==> src/hw/rtl/bttc_pkg.sv <==
`timescale 1ns / 1ps
package bttc_pkg;

  localparam logic [1:0] FMT_RAW = 2'd0;
  localparam logic [1:0] FMT_B64 = 2'd1;
  localparam logic [1:0] FMT_B85 = 2'd2;
  localparam logic [1:0] FMT_HEX = 2'd3;

  localparam logic [1:0] ERR_NONE = 2'd0;
  localparam logic [1:0] ERR_SYMBOL = 2'd1;
  localparam logic [1:0] ERR_INCOMPLETE = 2'd2;

  localparam logic [7:0] PAD_CHAR = 8'h3D;
  localparam logic [6:0] B85_RADIX = 7'd85;
  localparam logic [6:0] B85_TOP_DIGIT = 7'd84;
  localparam logic [5:0] B64_MASK = 6'h3F;

  localparam int unsigned QUEUE_DEPTH = 2;
  localparam int unsigned QUEUE_AW = 1;

  localparam logic [0:0] ADDR_FORMAT = 1'b0;
  localparam logic [0:0] ADDR_DIRECTION = 1'b1;

  // Job kinds handed from the front to the back.
  typedef enum logic [2:0] {
    JOB_BYTES,    // up to four literal bytes in job_data
    JOB_B64_ENC,  // four base64 characters from a 24-bit value
    JOB_B85_ENC,  // digits of a 32-bit value, count in job_count
    JOB_HEX_ENC   // two hex characters of one byte
  } job_kind_t;

  // One unit of work: a group of output characters or bytes.
  typedef struct packed {
    job_kind_t   kind;
    logic [31:0] data;
    logic [2:0]  count;   // number of results (0 means bare marker)
    logic [1:0]  b64_pad; // base64 encode: number of '=' in the tail
    logic        last;
    logic [1:0]  err;
  } job_t;

  function automatic logic [7:0] b64_char(input logic [5:0] v);
    logic [7:0] c;
    if (v < 6'd26) c = 8'h41 + {2'b00, v};
    else if (v < 6'd52) c = 8'h61 + {2'b00, v} - 8'd26;
    else if (v < 6'd62) c = 8'h30 + {2'b00, v} - 8'd52;
    else if (v == 6'd62) c = 8'h2B;
    else c = 8'h2F;
    return c;
  endfunction

  function automatic logic [7:0] b85_char(input logic [6:0] v);
    logic [7:0] c;
    if (v < 7'd10) c = 8'h30 + {1'b0, v};
    else if (v < 7'd36) c = 8'h41 + {1'b0, v} - 8'd10;
    else if (v < 7'd62) c = 8'h61 + {1'b0, v} - 8'd36;
    else begin
      case (v)
        7'd62: c = 8'h21;
        7'd63: c = 8'h23;
        7'd64: c = 8'h24;
        7'd65: c = 8'h25;
        7'd66: c = 8'h26;
        7'd67: c = 8'h28;
        7'd68: c = 8'h29;
        7'd69: c = 8'h2A;
        7'd70: c = 8'h2B;
        7'd71: c = 8'h2D;
        7'd72: c = 8'h3B;
        7'd73: c = 8'h3C;
        7'd74: c = 8'h3D;
        7'd75: c = 8'h3E;
        7'd76: c = 8'h3F;
        7'd77: c = 8'h40;
        7'd78: c = 8'h5E;
        7'd79: c = 8'h5F;
        7'd80: c = 8'h60;
        7'd81: c = 8'h7B;
        7'd82: c = 8'h7C;
        7'd83: c = 8'h7D;
        default: c = 8'h7E;
      endcase
    end
    return c;
  endfunction

  function automatic logic [7:0] hex_char(input logic [3:0] v);
    return (v < 4'd10) ? (8'h30 + {4'h0, v}) : (8'h61 + {4'h0, v} - 8'd10);
  endfunction

  // Returns {valid, value}.
  function automatic logic [6:0] b64_val(input logic [7:0] c);
    logic [6:0] r;
    if (c >= 8'h41 && c <= 8'h5A) r = {1'b1, 6'(c - 8'h41)};
    else if (c >= 8'h61 && c <= 8'h7A) r = {1'b1, 6'(c - 8'h61 + 8'd26)};
    else if (c >= 8'h30 && c <= 8'h39) r = {1'b1, 6'(c - 8'h30 + 8'd52)};
    else if (c == 8'h2B) r = {1'b1, 6'd62};
    else if (c == 8'h2F) r = {1'b1, 6'd63};
    else r = 7'd0;
    return r;
  endfunction

  function automatic logic [7:0] b85_val(input logic [7:0] c);
    logic [7:0] r;
    if (c >= 8'h30 && c <= 8'h39) r = {1'b1, 7'(c - 8'h30)};
    else if (c >= 8'h41 && c <= 8'h5A) r = {1'b1, 7'(c - 8'h41 + 8'd10)};
    else if (c >= 8'h61 && c <= 8'h7A) r = {1'b1, 7'(c - 8'h61 + 8'd36)};
    else begin
      case (c)
        8'h21: r = {1'b1, 7'd62};
        8'h23: r = {1'b1, 7'd63};
        8'h24: r = {1'b1, 7'd64};
        8'h25: r = {1'b1, 7'd65};
        8'h26: r = {1'b1, 7'd66};
        8'h28: r = {1'b1, 7'd67};
        8'h29: r = {1'b1, 7'd68};
        8'h2A: r = {1'b1, 7'd69};
        8'h2B: r = {1'b1, 7'd70};
        8'h2D: r = {1'b1, 7'd71};
        8'h3B: r = {1'b1, 7'd72};
        8'h3C: r = {1'b1, 7'd73};
        8'h3D: r = {1'b1, 7'd74};
        8'h3E: r = {1'b1, 7'd75};
        8'h3F: r = {1'b1, 7'd76};
        8'h40: r = {1'b1, 7'd77};
        8'h5E: r = {1'b1, 7'd78};
        8'h5F: r = {1'b1, 7'd79};
        8'h60: r = {1'b1, 7'd80};
        8'h7B: r = {1'b1, 7'd81};
        8'h7C: r = {1'b1, 7'd82};
        8'h7D: r = {1'b1, 7'd83};
        8'h7E: r = {1'b1, 7'd84};
        default: r = 8'd0;
      endcase
    end
    return r;
  endfunction

  function automatic logic [4:0] hex_val(input logic [7:0] c);
    logic [4:0] r;
    if (c >= 8'h30 && c <= 8'h39) r = {1'b1, 4'(c - 8'h30)};
    else if (c >= 8'h61 && c <= 8'h66) r = {1'b1, 4'(c - 8'h61 + 8'd10)};
    else if (c >= 8'h41 && c <= 8'h46) r = {1'b1, 4'(c - 8'h41 + 8'd10)};
    else r = 5'd0;
    return r;
  endfunction

endpackage

==> src/hw/rtl/bttc_queue.sv <==
`timescale 1ns / 1ps
module bttc_queue (
  input  logic           clk,
  input  logic           rst,
  input  logic           flush,
  input  logic           push,
  output logic           can_push,
  input  bttc_pkg::job_t push_job,
  output logic           can_pop,
  input  logic           pop,
  output bttc_pkg::job_t pop_job
);
  import bttc_pkg::*;

  job_t             slots [QUEUE_DEPTH];
  logic [QUEUE_AW-1:0] wr_ptr;
  logic [QUEUE_AW-1:0] rd_ptr;
  logic [QUEUE_AW:0]   fill;

  assign can_push = fill < (QUEUE_AW+1)'(QUEUE_DEPTH);
  assign can_pop = fill != '0;
  assign pop_job = slots[rd_ptr];

  always_ff @(posedge clk) begin
    if (rst || flush) begin
      wr_ptr <= '0;
      rd_ptr <= '0;
      fill <= '0;
    end else begin
      if (push && can_push) begin
        slots[wr_ptr] <= push_job;
        wr_ptr <= wr_ptr + 1'b1;
      end
      if (pop && can_pop) rd_ptr <= rd_ptr + 1'b1;
      fill <= fill + (QUEUE_AW+1)'(push && can_push) - (QUEUE_AW+1)'(pop && can_pop);
    end
  end

  assert property (@(posedge clk) disable iff (rst) fill <= (QUEUE_AW+1)'(QUEUE_DEPTH))
    else $error("queue overfilled");
endmodule

==> config.mk <==
export PLATFORM = sky130hd
export DESIGN_NAME = bttc_queue
export DESIGN_NICKNAME = d
export VERILOG_FILES = /design/src/hw/rtl/bttc_pkg.sv /design/src/hw/rtl/bttc_queue.sv
export SDC_FILE = /design/constraint.sdc
export NUM_CORES = 1
export LEC_CHECK = 0
export ABC_AREA = 1
export BUFFER_PORTS_ARGS = -buffer_cell sky130_fd_sc_hd__buf_4
export CAP_MARGIN = 20
export CORE_ASPECT_RATIO = 1.2
export CORE_UTILIZATION = 30
export DETAILED_ROUTE_END_ITERATION = 8
export PLACE_DENSITY = 0.6
export SKIP_CTS_REPAIR_TIMING = 1
export SYNTH_ARGS = -nofsm -noshare
export SYNTH_HDL_FRONTEND = slang
export SYNTH_SLANG_ARGS = --single-unit
==> constraint.sdc <==
create_clock -name clk -period 5.5 [get_ports clk]
set_input_delay 0.275 -clock clk [delete_from_list [all_inputs] [get_ports clk]]
set_output_delay 0.275 -clock clk [all_outputs]
set_load 0.005 [all_outputs]
==> impl_results.md <==
- I/O pins: 93
- CP startpoint kind: flip-flop
- Vias in the first global route: 1683
- Clock buffer count from CTS: 9
- Initial drt markers: 24
- Site Rows: 43
- Largest net degree at the start of global routing: 44
- Worst-path fanout max: 43
- Routability Congestion: 0.622
- Final hold violations: 0
- Final design utilization: 0.403
- Static Leak: 0.00178 uW
- Yosys warning count: 0
- DR WL/cell: 13.2 um
- Top cell type's share of synthesized area: 0.726
- GRT Residual Overflow: 0
- CTS Root Cell: clkbuf_16
- Crit path DAT: 1790 ps
- Synth top cells by count: edfxtp_1, mux2_4, inv_1, nor2_1, nand2_1
- Post-synthesis sequential area ratio: 0.754
- Input/output buffers: 92
- Status: completed
- Synth Flop Type: edfxtp_1
- TritonCTS clock tree: built
- Worst Hold Class: in2reg
- Max-slew violations: 0
- EDFF count, synth: 86
- Syn Std Cell Area: 0.00356 mm^2
- Fillcell total: 1070
- P_sw: 267 uW
- Non-filler instance count after layout: 433
- Slowest cell delay on critical path: 880 ps
- Worst-Margin Slew: 808 ps
- Clock H-tree levels: 3
- Final period utilization: 0.376
- Top cells by area, synth: edfxtp_1, mux2_4, dfxtp_1, buf_12, inv_1
- Internal: 1180 uW
- Final setup vio count: 0
- Data required time of the worst path: 5220 ps
- Core area: 0.0116 mm^2
- Most instantiated library cell after synthesis: edfxtp_1
- Setup TNS: 0 ps
- Via density: 4.12
- Pwr Total: 1450 uW
- Max VDD drop: 0.000122 V
- Final Critical Period: 2070 ps
- Share of post-route cells with drive strength above 1: 0.551
- Kind of critical path: reg2out
- Die width: 101 um
- Area leader, netlist: edfxtp_1
- Pwr per Cell Area: 310 mW/mm^2
- Diode count: 0
- Layout Skew: 4.11 ps
- HPWL after detailed placement: 3550 um
- DRC: 0
- Power share of the combinational group: 0.062
- GRT Total Usage: 0.0966
- Netlist cell types: 13
- CP cell instances: mux2_2 > buf_4
- Buf+Inv Stages, Crit Path: 1
- Clock Pin Slew Worst Setup and Hold Paths: 60 ps
- CP top delay family: flip-flops
- DR vias: 1784
- Nets@finish: 322
- Seq cells post-synth: 91
- Net Sw Frac: 0.184
- Wirelength, routed: 5690 um
- First-pass GRT wire length: 8450 um
- CP Capture Type: output pin
- Critical path's slowest cell: dfxtp_4
- Highest clock rate: 0.484 GHz
- Die H: 121 um
- Sequential cell area: 0.00269 mm^2
- Hold_ws: 130 ps
- Placed Cells incl. Taps: 418
- Slew headroom: 0.461
- Number of max-cap violations: 0
- Multi-input logic area: 762 um^2
- Synthesized Nets: 222
- Die footprint: 0.0123 mm^2
- TritonRoute pass-1 iters: 4
- Clock share of power: 0.397
- Sequential Power Share: 0.540
- Worst-case clock buffer depth: 2
- Ys async rst share: 0
- CTS Sinks: 91
- Starting Density: 0.308
- RSZ-0062 raised after global routing: no
- Initial antenna violation count: 0
- DRT antenna net count: 0
- Synth Area per Inst: 20.7 um^2
- Area grow syn2layout: 31.0%
- Clock Latency Late Sink: 320 ps
- Mapped Cells: 172
[layout by cell type, fill, tap and decap left out, drive strengths merged]
cell type,Yosys,layout
nand3,3,3
nor2,9,9
buf,5,94
nor3,1,1
clkbuf,0,12
clkinv,0,2
edfxtp,86,86
dfxtp,5,5
mux2,43,43
a21oi,2,2
inv,9,9
bufinv,0,1
ha,2,2
nand2,7,7
[power by group through the flow]
stage | clock network, uW | registers, uW | logic, uW
floorplan | 0 | 792 | 41.5
global placement | 0 | 795 | 90.1
detailed placement | 0 | 796 | 91.9
CTS | 596 | 781 | 92.2
global route | 619 | 782 | 98.7
finish | 575 | 781 | 90.3
[cell families (layout without fill, tap and decap cells)]
| kind of cell | after synthesis | count (layout) | synth area share |
|---|---|---|---|
| compound gates | 2 | 2 | 0.00281 |
| mux | 43 | 43 | 0.178 |
| fa+ha+maj | 2 | 2 | 0.00703 |
| flops | 91 | 91 | 0.754 |
| buf+inv | 14 | 118 | 0.0352 |
| simple gates | 20 | 20 | 0.0225 |
[final cells by class]
class,instances,area share
Clock buffer,12,0.0507
Clock inverter,3,0.00859
Inverter,9,0.00725
Multi-Input combinational cell,67,0.163
Sequential cell,91,0.576
Tap cell,157,0.0421
Timing Repair Buffer,94,0.151
[registers in the layout, summed over array words and instances (netlist names), named ones only]
name,flops
slots,86
wr_ptr,1
fill,2
rd_ptr,1
[metal layers]
metal,up-vias,global-route usage,share of wire
met1,872,0.119,0.44
li1,846,-,-
met4,0,0.0489,0.016
met3,10,0.0346,0.051
met2,56,0.148,0.49
met5,-,0,0
[final timing paths]
kind,startpoint,endpoint,slack [ps],cells after the start
hold / removal,push_job[25],slots[1][25]$_DFFE_PP_,130,1
setup reg to reg,fill[1]$_SDFF_PP0_,slots[1][24]$_DFFE_PP_,3860,4
hold reg to reg,wr_ptr$_SDFFE_PP0P_,wr_ptr$_SDFFE_PP0P_,480,2
setup / recovery,flip-flop,pop_job[26],3430,2
[per-stage QoR]
stage	setup WS (ps)	cell area [um^2]
after floorplan	1480	3560
after global placement	3750	4380
after detailed placement	3720	4380
after CTS	3370	4660
after global routing	3320	4660
final	3430	4660
Note: power is estimated with default switching activity, not from simulation.
